===== src/rtl/lcdseq_pkg.sv =====
// ----------------------------------------------------------------------------
// lcdseq_pkg
// Shared types, codes and constants of the character display write sequencer.
// ----------------------------------------------------------------------------
package lcdseq_pkg;

  localparam int unsigned TICK16_W  = 16;
  localparam int unsigned HOLD_W    = 20;
  localparam int unsigned PADDR_W   = 4;
  localparam int unsigned PDATA_W   = 32;

  localparam logic [TICK16_W-1:0] PULSE_RESET   = 16'd10;
  localparam logic [TICK16_W-1:0] SETTLE_RESET  = 16'd300;
  localparam logic [HOLD_W-1:0]   POWERUP_RESET = 20'd300000;

  // register index, taken from paddr[3:2]
  localparam logic [1:0] REG_PULSE   = 2'd0;
  localparam logic [1:0] REG_SETTLE  = 2'd1;
  localparam logic [1:0] REG_POWERUP = 2'd2;

  // raw nibble strobed once at the start of initialization
  localparam logic [3:0] WAKE_NIBBLE = 4'h2;
  // set-address command base
  localparam logic [7:0] CURSOR_BASE = 8'h80;
  localparam logic [1:0] INIT_LAST   = 2'd3;

  typedef enum logic [1:0] {
    ACT_INIT   = 2'd0,
    ACT_CMD    = 2'd1,
    ACT_DATA   = 2'd2,
    ACT_CURSOR = 2'd3
  } action_t;

  typedef enum logic [1:0] {
    BUS_KEEP = 2'd0,
    BUS_HI   = 2'd1,
    BUS_LO   = 2'd2,
    BUS_WAKE = 2'd3
  } bus_sel_t;

  typedef enum logic [1:0] {
    HOLD_ZERO    = 2'd0,
    HOLD_PULSE   = 2'd1,
    HOLD_SETTLE  = 2'd2,
    HOLD_POWERUP = 2'd3
  } hold_sel_t;

  typedef struct packed {
    logic [TICK16_W-1:0] pulse;
    logic [TICK16_W-1:0] settle;
    logic [HOLD_W-1:0]   powerup;
  } cfg_t;

  // controller to datapath
  typedef struct packed {
    logic      emit;
    logic      rs_set;
    logic      rs_val;
    logic      en_set;
    logic      en_val;
    bus_sel_t  bus_sel;
    hold_sel_t hold_sel;
    logic      last;
    logic      byte_load;
    logic      byte_from_init;
    logic [1:0] init_idx;
  } dp_cmd_t;

  // datapath to controller
  typedef struct packed {
    logic slot_free;
  } dp_status_t;

  // command bytes of the initialization sequence
  function automatic logic [7:0] init_cmd(input logic [1:0] idx);
    logic [7:0] b;
    case (idx)
      2'd0:    b = 8'h2C;
      2'd1:    b = 8'h0C;
      2'd2:    b = 8'h06;
      default: b = 8'h01;
    endcase
    return b;
  endfunction

endpackage


===== src/rtl/lcdseq_if.sv =====
// ----------------------------------------------------------------------------
// lcdseq interfaces
// Valid/ready channels for action items and pin-state results.
// ----------------------------------------------------------------------------
interface lcdseq_item_if;
  logic       valid;
  logic       ready;
  logic [1:0] action;
  logic [7:0] byte_value;
  logic [6:0] column;
  logic [2:0] row;

  modport source (output valid, action, byte_value, column, row, input ready);
  modport sink   (input valid, action, byte_value, column, row, output ready);
endinterface

interface lcdseq_result_if;
  logic        valid;
  logic        ready;
  logic        reg_select;
  logic        enable;
  logic [3:0]  data_nibble;
  logic [19:0] hold_ticks;
  logic        last;

  modport source (output valid, reg_select, enable, data_nibble, hold_ticks, last,
                  input ready);
  modport sink   (input valid, reg_select, enable, data_nibble, hold_ticks, last,
                  output ready);
endinterface


===== src/rtl/lcdseq_cfg.sv =====
// ----------------------------------------------------------------------------
// lcdseq_cfg
// APB register file holding the pulse, settle and power-up tick counts.
// ----------------------------------------------------------------------------
module lcdseq_cfg (
  input  logic                               clk,
  input  logic                               rst,
  input  logic                               psel,
  input  logic                               penable,
  input  logic                               pwrite,
  input  logic [lcdseq_pkg::PADDR_W-1:0]     paddr,
  input  logic [lcdseq_pkg::PDATA_W-1:0]     pwdata,
  output logic [lcdseq_pkg::PDATA_W-1:0]     prdata,
  output logic                               pready,
  output lcdseq_pkg::cfg_t                   cfg
);

  logic wr;

  assign pready = 1'b1;
  assign wr     = psel & penable & pwrite;

  always_ff @(posedge clk) begin
    if (rst) begin
      cfg.pulse   <= lcdseq_pkg::PULSE_RESET;
      cfg.settle  <= lcdseq_pkg::SETTLE_RESET;
      cfg.powerup <= lcdseq_pkg::POWERUP_RESET;
    end else if (wr) begin
      unique case (paddr[3:2])
        lcdseq_pkg::REG_PULSE:   cfg.pulse   <= pwdata[lcdseq_pkg::TICK16_W-1:0];
        lcdseq_pkg::REG_SETTLE:  cfg.settle  <= pwdata[lcdseq_pkg::TICK16_W-1:0];
        lcdseq_pkg::REG_POWERUP: cfg.powerup <= pwdata[lcdseq_pkg::HOLD_W-1:0];
        default: ;
      endcase
    end
  end

  always_comb begin
    unique case (paddr[3:2])
      lcdseq_pkg::REG_PULSE:
        prdata = {{(lcdseq_pkg::PDATA_W-lcdseq_pkg::TICK16_W){1'b0}}, cfg.pulse};
      lcdseq_pkg::REG_SETTLE:
        prdata = {{(lcdseq_pkg::PDATA_W-lcdseq_pkg::TICK16_W){1'b0}}, cfg.settle};
      lcdseq_pkg::REG_POWERUP:
        prdata = {{(lcdseq_pkg::PDATA_W-lcdseq_pkg::HOLD_W){1'b0}}, cfg.powerup};
      default:
        prdata = '0;
    endcase
  end

endmodule


===== src/rtl/lcdseq_ctrl.sv =====
// ----------------------------------------------------------------------------
// lcdseq_ctrl
// Sequencer state machine: walks the pin-state steps of each action.
// ----------------------------------------------------------------------------
module lcdseq_ctrl (
  input  logic                    clk,
  input  logic                    rst,
  input  logic                    in_valid,
  input  lcdseq_pkg::action_t     in_action,
  output logic                    in_ready,
  input  lcdseq_pkg::dp_status_t  status,
  output lcdseq_pkg::dp_cmd_t     cmd
);

  typedef enum logic [13:0] {
    ST_IDLE    = 14'b00000000000001,
    ST_PWR     = 14'b00000000000010,
    ST_I_RS    = 14'b00000000000100,
    ST_I_EN    = 14'b00000000001000,
    ST_I_BUS   = 14'b00000000010000,
    ST_I_SET   = 14'b00000000100000,
    ST_B_RS    = 14'b00000001000000,
    ST_B_HI    = 14'b00000010000000,
    ST_B_HIEN  = 14'b00000100000000,
    ST_B_HIOFF = 14'b00001000000000,
    ST_B_LO    = 14'b00010000000000,
    ST_B_LOEN  = 14'b00100000000000,
    ST_B_END   = 14'b01000000000000,
    ST_B_RSOFF = 14'b10000000000000
  } state_t;

  state_t     state, state_next;
  logic       is_data, is_data_next;
  logic       in_init, in_init_next;
  logic [1:0] init_idx, init_idx_next;
  logic       go;

  assign go = status.slot_free;

  always_comb begin
    state_next    = state;
    is_data_next  = is_data;
    in_init_next  = in_init;
    init_idx_next = init_idx;
    in_ready      = 1'b0;

    cmd                = '0;
    cmd.bus_sel        = lcdseq_pkg::BUS_KEEP;
    cmd.hold_sel       = lcdseq_pkg::HOLD_ZERO;
    cmd.init_idx       = init_idx;

    unique case (state)
      ST_IDLE: begin
        in_ready = 1'b1;
        if (in_valid) begin
          cmd.byte_load = 1'b1;
          is_data_next  = (in_action == lcdseq_pkg::ACT_DATA);
          in_init_next  = (in_action == lcdseq_pkg::ACT_INIT);
          init_idx_next = '0;
          state_next    = (in_action == lcdseq_pkg::ACT_INIT) ? ST_PWR : ST_B_RS;
        end
      end
      ST_PWR: begin
        cmd.emit     = go;
        cmd.hold_sel = lcdseq_pkg::HOLD_POWERUP;
        if (go) state_next = ST_I_RS;
      end
      ST_I_RS: begin
        cmd.emit   = go;
        cmd.rs_set = 1'b1;
        if (go) state_next = ST_I_EN;
      end
      ST_I_EN: begin
        cmd.emit   = go;
        cmd.en_set = 1'b1;
        cmd.en_val = 1'b1;
        if (go) state_next = ST_I_BUS;
      end
      ST_I_BUS: begin
        cmd.emit    = go;
        cmd.bus_sel = lcdseq_pkg::BUS_WAKE;
        if (go) state_next = ST_I_SET;
      end
      ST_I_SET: begin
        cmd.emit           = go;
        cmd.en_set         = 1'b1;
        cmd.hold_sel       = lcdseq_pkg::HOLD_SETTLE;
        // fetch the first init command byte
        cmd.byte_load      = go;
        cmd.byte_from_init = 1'b1;
        cmd.init_idx       = '0;
        if (go) state_next = ST_B_RS;
      end
      ST_B_RS: begin
        cmd.emit   = go;
        cmd.rs_set = 1'b1;
        cmd.rs_val = is_data;
        if (go) state_next = ST_B_HI;
      end
      ST_B_HI: begin
        cmd.emit    = go;
        cmd.bus_sel = lcdseq_pkg::BUS_HI;
        if (go) state_next = ST_B_HIEN;
      end
      ST_B_HIEN: begin
        cmd.emit     = go;
        cmd.en_set   = 1'b1;
        cmd.en_val   = 1'b1;
        cmd.hold_sel = lcdseq_pkg::HOLD_PULSE;
        if (go) state_next = ST_B_HIOFF;
      end
      ST_B_HIOFF: begin
        cmd.emit   = go;
        cmd.en_set = 1'b1;
        if (go) state_next = ST_B_LO;
      end
      ST_B_LO: begin
        cmd.emit    = go;
        cmd.bus_sel = lcdseq_pkg::BUS_LO;
        if (go) state_next = ST_B_LOEN;
      end
      ST_B_LOEN: begin
        cmd.emit     = go;
        cmd.en_set   = 1'b1;
        cmd.en_val   = 1'b1;
        cmd.hold_sel = lcdseq_pkg::HOLD_PULSE;
        if (go) state_next = ST_B_END;
      end
      ST_B_END: begin
        cmd.emit     = go;
        cmd.en_set   = 1'b1;
        cmd.hold_sel = is_data ? lcdseq_pkg::HOLD_ZERO : lcdseq_pkg::HOLD_SETTLE;
        cmd.last     = ~is_data & (~in_init | (init_idx == lcdseq_pkg::INIT_LAST));
        if (go) begin
          if (is_data) begin
            state_next = ST_B_RSOFF;
          end else if (in_init && init_idx != lcdseq_pkg::INIT_LAST) begin
            cmd.byte_load      = 1'b1;
            cmd.byte_from_init = 1'b1;
            cmd.init_idx       = init_idx + 2'd1;
            init_idx_next      = init_idx + 2'd1;
            state_next         = ST_B_RS;
          end else begin
            state_next = ST_IDLE;
          end
        end
      end
      ST_B_RSOFF: begin
        cmd.emit     = go;
        cmd.rs_set   = 1'b1;
        cmd.hold_sel = lcdseq_pkg::HOLD_SETTLE;
        cmd.last     = 1'b1;
        if (go) state_next = ST_IDLE;
      end
      default: state_next = ST_IDLE;
    endcase
  end

  always_ff @(posedge clk) begin
    if (rst) begin
      state    <= ST_IDLE;
      is_data  <= 1'b0;
      in_init  <= 1'b0;
      init_idx <= '0;
    end else begin
      state    <= state_next;
      is_data  <= is_data_next;
      in_init  <= in_init_next;
      init_idx <= init_idx_next;
    end
  end

endmodule


===== src/rtl/lcdseq_dp.sv =====
// ----------------------------------------------------------------------------
// lcdseq_dp
// Pin-level registers, byte register and the result output register.
// ----------------------------------------------------------------------------
module lcdseq_dp (
  input  logic                                clk,
  input  logic                                rst,
  input  lcdseq_pkg::cfg_t                    cfg,
  input  lcdseq_pkg::action_t                 in_action,
  input  logic [7:0]                          in_byte_value,
  input  logic [6:0]                          in_column,
  input  logic [2:0]                          in_row,
  input  lcdseq_pkg::dp_cmd_t                 cmd,
  output lcdseq_pkg::dp_status_t              status,
  output logic                                out_valid,
  input  logic                                out_ready,
  output logic                                out_reg_select,
  output logic                                out_enable,
  output logic [3:0]                          out_data_nibble,
  output logic [lcdseq_pkg::HOLD_W-1:0]       out_hold_ticks,
  output logic                                out_last
);

  logic       rs_level, enable_level;
  logic [3:0] bus_nibble;
  logic [7:0] byte_reg;

  logic       rs_next, en_next;
  logic [3:0] bus_next;
  logic [7:0] cursor_addr, in_byte, byte_next;
  logic [1:0] row_off;
  logic [lcdseq_pkg::HOLD_W-1:0] hold;

  // address wraps modulo 256, so only row bits [1:0] matter
  assign row_off     = in_row[1:0] - 2'd1;
  assign cursor_addr = lcdseq_pkg::CURSOR_BASE + {row_off, 6'd0} + {1'b0, in_column} - 8'd1;
  assign in_byte     = (in_action == lcdseq_pkg::ACT_CURSOR) ? cursor_addr : in_byte_value;
  assign byte_next   = cmd.byte_from_init ? lcdseq_pkg::init_cmd(cmd.init_idx) : in_byte;

  assign rs_next = cmd.rs_set ? cmd.rs_val : rs_level;
  assign en_next = cmd.en_set ? cmd.en_val : enable_level;

  always_comb begin
    case (cmd.bus_sel)
      lcdseq_pkg::BUS_HI:   bus_next = byte_reg[7:4];
      lcdseq_pkg::BUS_LO:   bus_next = byte_reg[3:0];
      lcdseq_pkg::BUS_WAKE: bus_next = lcdseq_pkg::WAKE_NIBBLE;
      default:              bus_next = bus_nibble;
    endcase
  end

  always_comb begin
    case (cmd.hold_sel)
      lcdseq_pkg::HOLD_PULSE:
        hold = {{(lcdseq_pkg::HOLD_W-lcdseq_pkg::TICK16_W){1'b0}}, cfg.pulse};
      lcdseq_pkg::HOLD_SETTLE:
        hold = {{(lcdseq_pkg::HOLD_W-lcdseq_pkg::TICK16_W){1'b0}}, cfg.settle};
      lcdseq_pkg::HOLD_POWERUP:
        hold = cfg.powerup;
      default:
        hold = '0;
    endcase
  end

  assign status.slot_free = ~out_valid | out_ready;

  always_ff @(posedge clk) begin
    if (rst) begin
      rs_level     <= 1'b0;
      enable_level <= 1'b0;
      bus_nibble   <= '0;
      out_valid    <= 1'b0;
    end else begin
      if (cmd.emit) begin
        rs_level     <= rs_next;
        enable_level <= en_next;
        bus_nibble   <= bus_next;
        out_valid    <= 1'b1;
      end else if (out_ready) begin
        out_valid <= 1'b0;
      end
    end
  end

  always_ff @(posedge clk) begin
    if (cmd.byte_load) begin
      byte_reg <= byte_next;
    end
    if (cmd.emit) begin
      out_reg_select  <= rs_next;
      out_enable      <= en_next;
      out_data_nibble <= bus_next;
      out_hold_ticks  <= hold;
      out_last        <= cmd.last;
    end
  end

endmodule


===== src/rtl/char_lcd_nibble_write_sequencer.sv =====
// ----------------------------------------------------------------------------
// char_lcd_nibble_write_sequencer
// Turns display actions into timed pin states for a 4-bit character display.
// ----------------------------------------------------------------------------
// Each accepted item is one action (initialize, write command, write data,
// set cursor) and comes back as a stream of pin states on the result channel,
// one transfer per state, each carrying register select, enable, the D7..D4
// nibble and the number of ticks that state must be held; the final state of
// an action has last set. The block works on one action at a time: after the
// accept cycle the controller emits one pin state per cycle through a single
// output register as long as the sink takes every transfer; a stall on the
// result side holds the controller in its current step. A new action is
// accepted as soon as the controller is back at rest, even while the last pin
// state still waits to be taken. Tick counts come from the APB registers at
// 0x0 (enable pulse), 0x4 (settle after each byte) and 0x8 (power-up wait);
// write them only while no action is in flight.
// ----------------------------------------------------------------------------
module char_lcd_nibble_write_sequencer (
  input  logic                             clk,
  input  logic                             rst,
  lcdseq_item_if.sink                      item,
  lcdseq_result_if.source                  result,
  input  logic                             psel,
  input  logic                             penable,
  input  logic                             pwrite,
  input  logic [lcdseq_pkg::PADDR_W-1:0]   paddr,
  input  logic [lcdseq_pkg::PDATA_W-1:0]   pwdata,
  output logic [lcdseq_pkg::PDATA_W-1:0]   prdata,
  output logic                             pready
);

  lcdseq_pkg::cfg_t       cfg;
  lcdseq_pkg::dp_cmd_t    cmd;
  lcdseq_pkg::dp_status_t status;
  lcdseq_pkg::action_t    action;

  assign action = lcdseq_pkg::action_t'(item.action);

  // tick registers
  lcdseq_cfg u_cfg (
    .clk     (clk),
    .rst     (rst),
    .psel    (psel),
    .penable (penable),
    .pwrite  (pwrite),
    .paddr   (paddr),
    .pwdata  (pwdata),
    .prdata  (prdata),
    .pready  (pready),
    .cfg     (cfg)
  );

  // step sequencer, owns the input handshake
  lcdseq_ctrl u_ctrl (
    .clk       (clk),
    .rst       (rst),
    .in_valid  (item.valid),
    .in_action (action),
    .in_ready  (item.ready),
    .status    (status),
    .cmd       (cmd)
  );

  // pin registers and output register, owns the result handshake
  lcdseq_dp u_dp (
    .clk             (clk),
    .rst             (rst),
    .cfg             (cfg),
    .in_action       (action),
    .in_byte_value   (item.byte_value),
    .in_column       (item.column),
    .in_row          (item.row),
    .cmd             (cmd),
    .status          (status),
    .out_valid       (result.valid),
    .out_ready       (result.ready),
    .out_reg_select  (result.reg_select),
    .out_enable      (result.enable),
    .out_data_nibble (result.data_nibble),
    .out_hold_ticks  (result.hold_ticks),
    .out_last        (result.last)
  );

endmodule


===== src/flat_wrapper.sv =====
// flat-port wrapper written by rule: the top's interface ports become plain ports
module char_lcd_nibble_write_sequencer_flat 
  (clk, rst, psel, penable, pwrite, paddr, pwdata, prdata, pready, item_valid, item_action, item_byte_value, item_column, item_row, item_ready, result_valid, result_reg_select, result_enable, result_data_nibble, result_hold_ticks, result_last, result_ready);
  lcdseq_item_if item_i ();
  lcdseq_result_if result_i ();
  input  logic clk;
  input  logic rst;
  input  logic psel;
  input  logic penable;
  input  logic pwrite;
  input  logic [lcdseq_pkg::PADDR_W-1:0] paddr;
  input  logic [lcdseq_pkg::PDATA_W-1:0] pwdata;
  output logic [lcdseq_pkg::PDATA_W-1:0] prdata;
  output logic pready;
  input wire logic [$bits(item_i.valid)-1:0] item_valid;
  input wire logic [$bits(item_i.action)-1:0] item_action;
  input wire logic [$bits(item_i.byte_value)-1:0] item_byte_value;
  input wire logic [$bits(item_i.column)-1:0] item_column;
  input wire logic [$bits(item_i.row)-1:0] item_row;
  output wire logic [$bits(item_i.ready)-1:0] item_ready;
  output wire logic [$bits(result_i.valid)-1:0] result_valid;
  output wire logic [$bits(result_i.reg_select)-1:0] result_reg_select;
  output wire logic [$bits(result_i.enable)-1:0] result_enable;
  output wire logic [$bits(result_i.data_nibble)-1:0] result_data_nibble;
  output wire logic [$bits(result_i.hold_ticks)-1:0] result_hold_ticks;
  output wire logic [$bits(result_i.last)-1:0] result_last;
  input wire logic [$bits(result_i.ready)-1:0] result_ready;
  assign item_i.valid = item_valid;
  assign item_i.action = item_action;
  assign item_i.byte_value = item_byte_value;
  assign item_i.column = item_column;
  assign item_i.row = item_row;
  assign item_ready = item_i.ready;
  assign result_valid = result_i.valid;
  assign result_reg_select = result_i.reg_select;
  assign result_enable = result_i.enable;
  assign result_data_nibble = result_i.data_nibble;
  assign result_hold_ticks = result_i.hold_ticks;
  assign result_last = result_i.last;
  assign result_i.ready = result_ready;
  char_lcd_nibble_write_sequencer u_core (.clk(clk), .rst(rst), .item(item_i), .result(result_i), .psel(psel), .penable(penable), .pwrite(pwrite), .paddr(paddr), .pwdata(pwdata), .prdata(prdata), .pready(pready));
endmodule

===== config.mk =====
export PLATFORM = sky130hd
export DESIGN_NAME = char_lcd_nibble_write_sequencer_flat
export DESIGN_NICKNAME = d
export VERILOG_FILES = /design/src/rtl/lcdseq_pkg.sv /design/src/rtl/lcdseq_if.sv /design/src/rtl/lcdseq_cfg.sv /design/src/rtl/lcdseq_ctrl.sv /design/src/rtl/lcdseq_dp.sv /design/src/rtl/char_lcd_nibble_write_sequencer.sv /design/src/flat_wrapper.sv
export SDC_FILE = /design/constraint.sdc
export NUM_CORES = 1
export LEC_CHECK = 0
export ABC_AREA = 1
export BUFFER_PORTS_ARGS = -buffer_cell sky130_fd_sc_hd__buf_2
export CAP_MARGIN = 40
export CORE_ASPECT_RATIO = 0.6
export CORE_MARGIN = 1.5
export CORE_UTILIZATION = 60
export DETAILED_ROUTE_END_ITERATION = 8
export GPL_ROUTABILITY_DRIVEN = 0
export PLACE_DENSITY = 0.85
export SLEW_MARGIN = 25
export SYNTH_ARGS = -nofsm -noshare
export SYNTH_HDL_FRONTEND = slang
export SYNTH_HIERARCHICAL = 1
export SYNTH_SLANG_ARGS = --single-unit

===== constraint.sdc =====
create_clock -name clk -period 6.1 [get_ports clk]
set_clock_uncertainty 0.05 [all_clocks]
set_input_delay 0.61 -clock clk [delete_from_list [all_inputs] [get_ports clk]]
set_output_delay 0.61 -clock clk [all_outputs]
set_load 0.005 [all_outputs]

-- Word level (Yosys, flattened, before mapping)
Cells that the tools add are included.
Widths: inputs -> output; s select.
- flip-flop bits (word level): 112
- input bits: 63
- output and inout port bits: 62
- logic and storage cells: 141
- add/sub/neg operators: 5
- eq/ne operators: 44
- multiplexer cells: 49
- bitwise gates (word level): 8
- reduce and logical (&&, ||, !) cells: 18
- operators with widths (operator ; count):
    $mux 14 ; 15
    $pmux 14 s14 ; 1
    $pmux 20 s3 ; 2
    $ne 2x2->1 const B ; 17
    $eq 2x2->1 const B ; 9
    $pmux 6 s3 ; 1
    $mux 8 ; 2
    $eq 14x1->1 const B ; 1
    $eq 14x10->1 const B ; 1
    $eq 14x11->1 const B ; 1
    $eq 14x12->1 const B ; 1
    $eq 14x13->1 const B ; 1
    $eq 14x14->1 const B ; 1
    $eq 14x2->1 const B ; 1
    $eq 14x3->1 const B ; 1
    $eq 14x4->1 const B ; 1
    $eq 14x5->1 const B ; 1
    $eq 14x6->1 const B ; 1
    $eq 14x7->1 const B ; 1
    $eq 14x8->1 const B ; 1
    $eq 14x9->1 const B ; 1
    $mux 7 ; 2
    $reduce_and 14->1 ; 1
    $reduce_or 13->1 ; 1
    27 further kinds ; 59

-- Logic depth before layout (Yosys ltp)
Gate-level depths: netlist of the first run.
- word-level depth: 9
- gate-level depth with buffers: 14
- gate-level depth less buffers: 13

-- Modules after synthesis
Netlist of the first run, hierarchy kept.
- by module, submodules not included (module ; times used ; cells each ; area each (sq um) ; sequential area each (sq um)):
    lcdseq_cfg ; 1 ; 393 ; 2523.7 ; 1041.0
    lcdseq_dp ; 1 ; 277 ; 2327.2 ; 1191.1
    lcdseq_ctrl ; 1 ; 248 ; 1480.2 ; 360.3

-- Least setup slack after synthesis of the first run
No wires, ideal clock.
- path kind: register -> register
- start: reg u_core.u_ctrl.state[10]
- end: reg u_core.u_dp.enable_level
- library setup time: 0.116 ns
- arrival time: 3.240 ns
- data required time: 5.934 ns
- setup slack: 2.694 ns
- cell stages (with the launch flop): 12
- buffers on the path: 1
- clock period less this slack: 3.406 ns
- cells stage by stage: dfxtp_1 nor2_2 nand2_2 nor2_4 buf_6 nand2_1 nand2_1 nor2_1 a21oi_1 inv_2 o21ai_0 inv_1
- RTL lines (what ; RTL line ; source):
    from (decl) ; lcdseq_ctrl.sv:32 ; state_t state, state_next;
    from (signal assigned) ; lcdseq_ctrl.sv:166 ; state <= state_next;
    to (signal assigned) ; lcdseq_dp.sv:76 ; enable_level <= en_next;
    to (decl) ; lcdseq_dp.sv:24 ; logic rs_level, enable_level;

==> results of run 1 <==
[cell usage after synthesis (all sizes together)]
cell type	instances
nand4	1
inv	98
nand2	268
or2	3
o21ai	17
nor3	4
a211oi	2
a21oi	22
dfxtp	77
edfxtp	35
conb	2
o32ai	1
ha	8
nor2	170
o211ai	3
clkinv	1
nand3b	1
clkbuf	8
o22ai	1
nand3	150
and2	1
fa	1
o21bai	1
o2111ai	1
xnor2	1
nor4	1
buf	40
[layer usage]
metal | track usage (%) | vias to the layer above | wire, µm
met2 | 43.35 | 300 | 6583
met3 | 6.227 | 17 | 1539
li1 | - | 3029 | -
met5 | 0 | - | 0
met4 | 5.806 | 0 | 131
met1 | 42.20 | 2765 | 7213
[worst register-to-register path: stages (launching register included)]
cell and delay (ns):
dfxtp_1 0.33, nor2_1 0.22, nand2_2 0.17, nor2_8 0.18, nand3_1 0.14, nand2_1 0.11
inv_1 0.06, nand2_1 0.59, inv_2 0.13, nor2_4 0.44, nand2_1 0.14, nand3_1 0.16
[path summary, 6_finish.rpt]
path,start,end,cells past startpoint
max,u_core/u_ctrl/state[0],u_core/u_dp/out_hold_ticks[7],11
min,u_core/u_dp/bus_nibble[3],u_core/u_dp/bus_nibble[3],2
max reg2reg,u_core/u_ctrl/state[0],u_core/u_dp/out_hold_ticks[7],11
min reg2reg,u_core/u_dp/bus_nibble[3],u_core/u_dp/bus_nibble[3],2
[layout make-up]
class	count	share of cell area (%)
Clock inverter	6	1.153
Inverter	99	5.267
Timing Repair Buffer	104	7.661
Multi-Input combinational cell	670	43.54
Tap cell	135	2.394
Sequential cell	112	36.74
Clock buffer	10	3.245
[power by group through the flow]
| stage | clock network [µW] | registers (µW) | logic [µW] |
|---|---|---|---|
| 2_1_floorplan | 0 | 1010 | 672 |
| 3_3_place_gp | 0 | 1010 | 855 |
| 3_5_place_dp | 0 | 1010 | 872 |
| 4_1_cts | 628 | 992 | 876 |
| 5_1_grt | 657 | 1010 | 998 |
| 6_report | 626 | 992 | 889 |
[cells by family after synthesis]
family          Yosys count
compound gates           48
other cells               2
xor+xnor                  1
buf+inv                 147
flops                   112
fa+ha+maj                 9
simple gates            599
[stage by stage]
step | hold slack, ns | power, µW | utilization, %
finish | 0.4250 | 2507 | 70.17
global placement | 0.4061 | 1860 | 67.09
floorplan | 0.3797 | 1680 | -
CTS | 0.4247 | 2496 | 70.17
detailed placement | 0.4119 | 1878 | 67.09
global route | 0.4422 | 2660 | 70.17
==> results.cfg, run 1 <==
[outcome]
outcome = completed

[clock_network]
clock_path_buffers = 2
clock_sinks = 112
post-cts-setup-buffers = 0
h-tree-depth = 3
cts_resized = 0
cts-root-buf = clkbuf_16
clk_pin_slew_ns = 0.07
cts_tree = yes
clk_latency_ns = 0.35
cts_buffers = 9
cts_hold_buf = 0

[pwr]
seqPwrFrac_pct = 39.6
combPwrFrac_pct = 35.5
swShare_pct = 37.58
pwr-share-clk_pct = 25.0
switching_power_uw = 942.1
power.density_mw_per_mm2 = 355.3
peakVddDrop_mv = 0.1869
p_int_uw = 1565
p_leak_uw = 0.003458

[layout]
reg_top3 = u_core/u_cfg/cfg x52, u_core/u_dp/out_hold_ticks x20, u_core/u_ctrl/state x14
nFillCells = 882
diodes = 0
layout_commonest_cell = nand2_1
top_register = u_core/u_cfg/cfg
instances_no_fill = 1136
largest_reg_flops = 52
multi_input_area_mm2 = 0.003072
final_cell_mix = nand2_1, nor2_1, nand3_1
drive_above_1_share_pct = 16.58
seq_area_mm2 = 0.002592
final_area_mm2 = 0.007056
area_growth_pct = 11.44
num-nets-final = 1068

[route]
routed_wl_um = 15470
drt-pass1-iter-count = 5
viasPerCell = 5.379
num_vias = 6111
avgRoutedWirePerCell_um = 13.62
drt_iter0_drc = 719
drc = 0
ant_nets = 0

[logic_synthesis]
synth_xor_area_share_pct = 0.1383
synth_top_family_by_area = simple AND/OR/NAND/NOR gates
synthMuxAreaShare_pct = 0
ys_seq_area_share_pct = 40.95
synthDistinctLibCells = 41
synth_compound_area_share_pct = 4.170
ys_ff_latch = 112
synth_area_mm2 = 0.006331
yosys.area_share.simple_pct = 41.15
synth_top_area_share_pct = 24.35
syn_area_per_cell_um2 = 6.897
netlist_instances = 918
synthTopCellsByArea = dfxtp_1, edfxtp_1, nand2_1, nand3_1, nor2_1
synth_fa_ha_area_share_pct = 1.897
yosys_warnings = 6
yosysTopAreaCell = dfxtp_1

[floorplanning]
core_mm2 = 0.01005
io_pins = 125
die_w_um = 135.6
die_h_um = 82.57
die-area_mm2 = 0.01120
core.rowCount = 28
start_util_pct = 62.97

[worst_setup_path]
worstSetupPathType = register to register
crit_chain = nor2_1 -> nand2_2 -> nor2_8 -> nand3_1 -> nand2_1 -> inv_1 -> nand2_1 -> inv_2 -> nor2_4 -> nand2_1 -> nand3_1
worstPathRequired_ns = 6.25
path_buf_inv = 2
slowest_stage = nand2_1
regToRegSetupSlack_ns = 3.26
crit_path_max_fanout = 18
cp.arrival_ns = 3.00
end_kind = register
critPathMaxStageDelay_ns = 0.59
crit_top_cell = nand2_1
critPathLaunchType = register
crit_family = simple AND/OR/NAND/NOR gates

[sta]
fin_crit_ns = 2.845
worst_pin_slew_ns = 0.8003
setup_tns_ns = 0
relSlewSlack_pct = 46.52
layout_setup_ws_ns = 3.255
slew_viol_final = 0
hold_viol_final = 0
setup_viol = 0
min_period_over_period_pct = 46.64
grt_setup_unrepaired = no
clock.fmax_ghz = 0.3515

[placed_design]
post_dp_cell_area_mm2 = 0.006745
place_inst = 1120
place_hpwl_um = 10480
dpl_worst_slack_ns = 3.337
portBuffers = 96

[global_routing]
grt-ovfl-total = 0
antenna_found_initial = 0
track_usage_pct = 28.70
grt_pass1_wl_um = 25160
grt_max_degree = 53
grt_pass1_vias = 5263

[flow_run]
cap_violations = 0

[hold_path]
min_path_type = register to register
No activity file was read; power rests on OpenSTA's default activity.
==> inputs of run 2 (changes only) <==
--- a/config.mk
+++ b/config.mk
@@ -10,10 +10,10 @@
 export CAP_MARGIN = 40
 export CORE_ASPECT_RATIO = 0.6
 export CORE_MARGIN = 1.5
-export CORE_UTILIZATION = 60
+export CORE_UTILIZATION = 56
 export DETAILED_ROUTE_END_ITERATION = 8
 export GPL_ROUTABILITY_DRIVEN = 0
-export PLACE_DENSITY = 0.85
+export PLACE_DENSITY = 0.8
 export SLEW_MARGIN = 25
 export SYNTH_ARGS = -nofsm -noshare
 export SYNTH_HDL_FRONTEND = slang
==> constraint.sdc (replaced) <==
create_clock -name clk -period 2.7 [get_ports clk]
set_clock_uncertainty 0.05 [all_clocks]
set_input_delay 0.27 -clock clk [delete_from_list [all_inputs] [get_ports clk]]
set_output_delay 0.27 -clock clk [all_outputs]
set_load 0.005 [all_outputs]
==> results.cfg, run 2 (synthesized netlist as in run 1, its figures left out) <==
[route]
drc = 0
drt-pass1-iter-count = 6
ant_nets = 0
viasPerCell = 5.288
num_vias = 6050
routed_wl_um = 15300
drt_iter0_drc = 538
avgRoutedWirePerCell_um = 13.37

[floorplanning]
core_mm2 = 0.01078
die-area_mm2 = 0.01197
die_w_um = 140.3
start_util_pct = 58.75
core.rowCount = 29
die_h_um = 85.36
io_pins = 125

[global_routing]
grt_pass1_vias = 5001
antenna_found_initial = 0
track_usage_pct = 25.64
grt_pass1_wl_um = 24330
grt_max_degree = 53
grt-ovfl-total = 0

[placed_design]
portBuffers = 96
post_dp_cell_area_mm2 = 0.006793
place_hpwl_um = 10660

[sta]
clock.fmax_ghz = 0.4092
setup_tns_ns = 0
min_period_over_period_pct = 90.51
grt_setup_unrepaired = no
slew_viol_final = 0
fin_crit_ns = 2.444
hold_viol_final = 0
setup_viol = 0
timing.hold.ws_ns = 0.09691
worst_pin_slew_ns = 0.5485
relSlewSlack_pct = 63.05

[clock_network]
cts_resized = 0
clock_path_buffers = 2
clk_pin_slew_ns = 0.07
post-cts-setup-buffers = 0
clk_latency_ns = 0.34
cts_hold_buf = 0
cts_tree = yes
cts_buffers = 9
cts-root-buf = clkbuf_16
h-tree-depth = 3
clock_sinks = 112

[layout]
largest_reg_flops = 52
multi_input_area_mm2 = 0.003072
top_register = u_core/u_cfg/cfg
reg_top3 = u_core/u_cfg/cfg x52, u_core/u_dp/out_hold_ticks x20, u_core/u_ctrl/state x14
final_cell_mix = nand2_1, nor2_1, nand3_1
num-nets-final = 1072
final_area_mm2 = 0.007116
diodes = 0
nFillCells = 946
seq_area_mm2 = 0.002592
area_growth_pct = 12.39
layout_commonest_cell = nand2_1
drive_above_1_share_pct = 17.11

[pwr]
power.density_mw_per_mm2 = 805.4
p_leak_uw = 0.003489
peakVddDrop_mv = 0.4801

[worst_setup_path]
worstPathRequired_ns = 2.75
crit_path_max_fanout = 10
critPathLaunchType = register
end_kind = register
worstSetupPathType = register to register
cp.arrival_ns = 2.49

[hold_path]
min_path_type = input port to register

[outcome]
outcome = completed

[flow_run]
cap_violations = 0
-- run 2: critical path, stage by stage (launching register included) --
cell and delay [ns]:
dfxtp_1 0.33, nor2_1 0.22, nand2_2 0.17, nor2_8 0.17
nand2_2 0.15, inv_2 0.12, o21ai_0 0.08, o21ai_0 0.35
inv_1 0.14, nor3_1 0.31, nor2_1 0.09
-- run 2: area by class of cell --
| type | instances | area share [%] |
|---|---|---|
| clock inverter | 6 | 1.319 |
| clock buffer | 10 | 3.218 |
| sequential | 112 | 36.43 |
| tap | 139 | 2.444 |
| multi-input combinational | 670 | 43.17 |
| timing repair buffer | 108 | 8.194 |
| inverter | 99 | 5.222 |
-- run 2: final timing paths --
check        slack, ns  cells after the start                         to                 startpoint
max               0.26                     10    u_core/u_dp/byte_reg[2]     u_core/u_ctrl/state[0]
min                0.1                      3       u_core/u_cfg/cfg[18]                 pwdata[18]
max reg2reg       0.26                     10    u_core/u_dp/byte_reg[2]     u_core/u_ctrl/state[0]
min reg2reg       0.42                      2  u_core/u_dp/bus_nibble[2]  u_core/u_dp/bus_nibble[2]
-- run 2: power breakdown --
group | internal [µW] | leakage, µW | switching, µW
logic | 660 | 0.00238 | 1390
clock network | 823 | 0.000159 | 617
registers | 2110 | 0.000951 | 135
total | 3590 | 0.00349 | 2140
-- run 2: through the flow --
| stage | worst slack, ns | instances | util, % | total power (µW) |
|---|---|---|---|---|
| final | 0.2563 | 1144 | 66.03 | 5731 |
| after global routing | 0.07855 | 1144 | 66.03 | 6068 |
| after CTS | 0.3232 | 1144 | 66.03 | 5736 |
| after detailed placement | 0.3466 | 1128 | 63.03 | 4293 |
| after global placement | 0.4027 | 1128 | 63.03 | 4259 |
| after floorplan | 0.01452 | 929 | - | 3793 |
-- run 2: routing by layer --
metal,wire [µm],global-route usage (%),vias up
li1,-,-,3045
met1,7384,39.61,2706
met2,6323,36.36,282
met3,1434,5.361,17
met4,154,5.837,0
met5,0,0,-
==> inputs of run 3 (changes only) <==
--- a/config.mk
+++ b/config.mk
@@ -8,7 +8,6 @@
 export ABC_AREA = 1
 export BUFFER_PORTS_ARGS = -buffer_cell sky130_fd_sc_hd__buf_2
 export CAP_MARGIN = 40
-export CORE_ASPECT_RATIO = 0.6
 export CORE_MARGIN = 1.5
 export CORE_UTILIZATION = 56
 export DETAILED_ROUTE_END_ITERATION = 8
==> constraint.sdc (replaced) <==
create_clock -name clk -period 2.4 [get_ports clk]
set_clock_uncertainty 0.05 [all_clocks]
set_input_delay 0.24 -clock clk [delete_from_list [all_inputs] [get_ports clk]]
set_output_delay 0.24 -clock clk [all_outputs]
set_load 0.005 [all_outputs]
==> results.cfg, run 3 (synthesized netlist as in run 1, its figures left out) <==
[worst_setup_path]
crit_path_end = u_core/u_dp/byte_reg[2]
r2r_cells = 10
worstPathRequired_ns = 2.45
crit_chain = nor2_2 -> nand2_4 -> nor2_8 -> nand2_2 -> inv_2 -> nand4_1 -> nand2_1 -> inv_1 -> nor3_1 -> nor2_1
cp.arrival_ns = 2.23
end_kind = register
slowest_stage = dfxtp_1
worstSetupPathType = register to register
r2r_end = u_core/u_dp/byte_reg[2]
crit_path_max_fanout = 10
critPathMaxStageDelay_ns = 0.34
startpoint = u_core/u_ctrl/state[4]
worstReg2RegStart = u_core/u_ctrl/state[4]
critPathLaunchType = register
regToRegSetupSlack_ns = 0.21

[route]
avgRoutedWirePerCell_um = 12.53
routed_wl_um = 14420
num_vias = 5918
drt_iter0_drc = 378
drc = 0
ant_nets = 0
drt-pass1-iter-count = 9
viasPerCell = 5.146

[layout]
num-nets-final = 1078
layout_commonest_cell = nand2_1
reg_top3 = u_core/u_cfg/cfg x52, u_core/u_dp/out_hold_ticks x20, u_core/u_ctrl/state x14
area_growth_pct = 13.00
top_register = u_core/u_cfg/cfg
drive_above_1_share_pct = 17.62
final_cell_mix = nand2_1, nor2_1, nand3_1
largest_reg_flops = 52
diodes = 0

[pwr]
swShare_pct = 37.41
combPwrFrac_pct = 37.0
p_leak_uw = 0.003505
switching_power_uw = 2355
seqPwrFrac_pct = 40.0
p_int_uw = 3940
peakVddDrop_mv = 0.4064
power.density_mw_per_mm2 = 879.9
pwr-share-clk_pct = 23.0

[clock_network]
h-tree-depth = 3
cts_buffers = 9
clk_pin_slew_ns = 0.07
clock_sinks = 112
clock_path_buffers = 2
clk_latency_ns = 0.34
cts_tree = yes
cts-root-buf = clkbuf_16
post-cts-setup-buffers = 0

[sta]
slew_viol_final = 0
layout_setup_ws_ns = 0.2110
worst_pin_slew_ns = 0.5521
min_period_over_period_pct = 91.21
hold_viol_final = 0
fin_crit_ns = 2.189
setup_viol = 0
relSlewSlack_pct = 63.19
grt_setup_unrepaired = no
setup_tns_ns = 0
clock.fmax_ghz = 0.4568

[floorplanning]
die-area_mm2 = 0.01195
die_h_um = 109.3
io_pins = 125
core_mm2 = 0.01094
die_w_um = 109.3
start_util_pct = 57.89
core.rowCount = 38

[hold_path]
min_path_type = input port to register
hold_path_depth = 3

[outcome]
outcome = completed

[flow_run]
cap_violations = 0

[placed_design]
dpl_worst_slack_ns = 0.1861
place_hpwl_um = 10030
portBuffers = 96

[global_routing]
grt_max_degree = 53
track_usage_pct = 25.13
grt_pass1_wl_um = 23490
grt-ovfl-total = 0
grt_pass1_vias = 5144
antenna_found_initial = 0
==> run 3: cell count changes in the layout (fill, tap and decap cells not counted), sizes merged <==
cell      before  now
clkbuf        10   11
clkinv         4    2
clkinvlp       0    1
buf          108  114
inv           99  100
bufinv         2    0
==> run 3: how the worst min path moves through the flow <==
| stage | startpoint | end | slack (ns) |
|---|---|---|---|
| 2_1_floorplan | rst | u_core/u_ctrl/init_idx[0] | 0.26 |
| 3_3_place_gp | u_core/u_ctrl/in_init | u_core/u_ctrl/in_init | 0.40 |
| 3_5_place_dp | u_core/u_dp/bus_nibble[3] | u_core/u_dp/bus_nibble[3] | 0.41 |
| 4_1_cts | pwdata[6] | u_core/u_cfg/cfg[6] | 0.07 |
| 5_1_grt | pwdata[7] | u_core/u_cfg/cfg[7] | 0.09 |
| 6_report | pwdata[6] | u_core/u_cfg/cfg[6] | 0.07 |
==> run 3: routing by layer <==
metal  routed length (µm)  vias to the layer above  global-route usage, %
met5                    0                        -                      0
met4                  346                        0                  11.13
met3                 1057                       27                  3.320
met2                 6623                      216                  39.66
met1                 6388                     2619                  34.48
li1                     -                     3056                      -
==> run 3: what timing repair did <==
action                                  CTS  global route
endpoints found under the setup margin    0             3
resized for setup                         0             2
hold buffers                              0             0
==> run 3: critical path: cells and delay by family, from the launching register on <==
family / cells / cell delay (ns)
simple gates: 8 / 1.28
flops: 1 / 0.34
buf+inv: 2 / 0.27
==> run 3: stage by stage <==
step / hold slack, ns / power, µW / std cells / util (%) / cell area [µm²]
3_5_place_dp: 0.4096 / 4874 / 1135 / 62.77 / 6864
3_3_place_gp: 0.4034 / 4845 / 1135 / 62.77 / 6864
4_1_cts: 0.06849 / 6315 / 1150 / 65.40 / 7152
2_1_floorplan: 0.2591 / 4274 / 929 / - / 6384
5_1_grt: 0.09047 / 6724 / 1150 / 65.42 / 7154
6_report: 0.07141 / 6295 / 1150 / 65.42 / 7154
==> run 3: cell type report <==
type                       count  area, µm²
fill                         964       3781
multi-input combinational    670       3074
sequential                   112       2592
timing repair buffer         114      653.1
inverter                      99      371.6
clock buffer                  11      254.0
tap                          140      175.2
clock inverter                 4      33.78
==> run 3: power groups by stage <==
stage	clock network, µW	registers (µW)	logic, µW
finish	1450	2520	2330
global route	1530	2550	2640
CTS	1460	2520	2330
detailed placement	0	2560	2320
global placement	0	2550	2290
floorplan	0	2550	1720
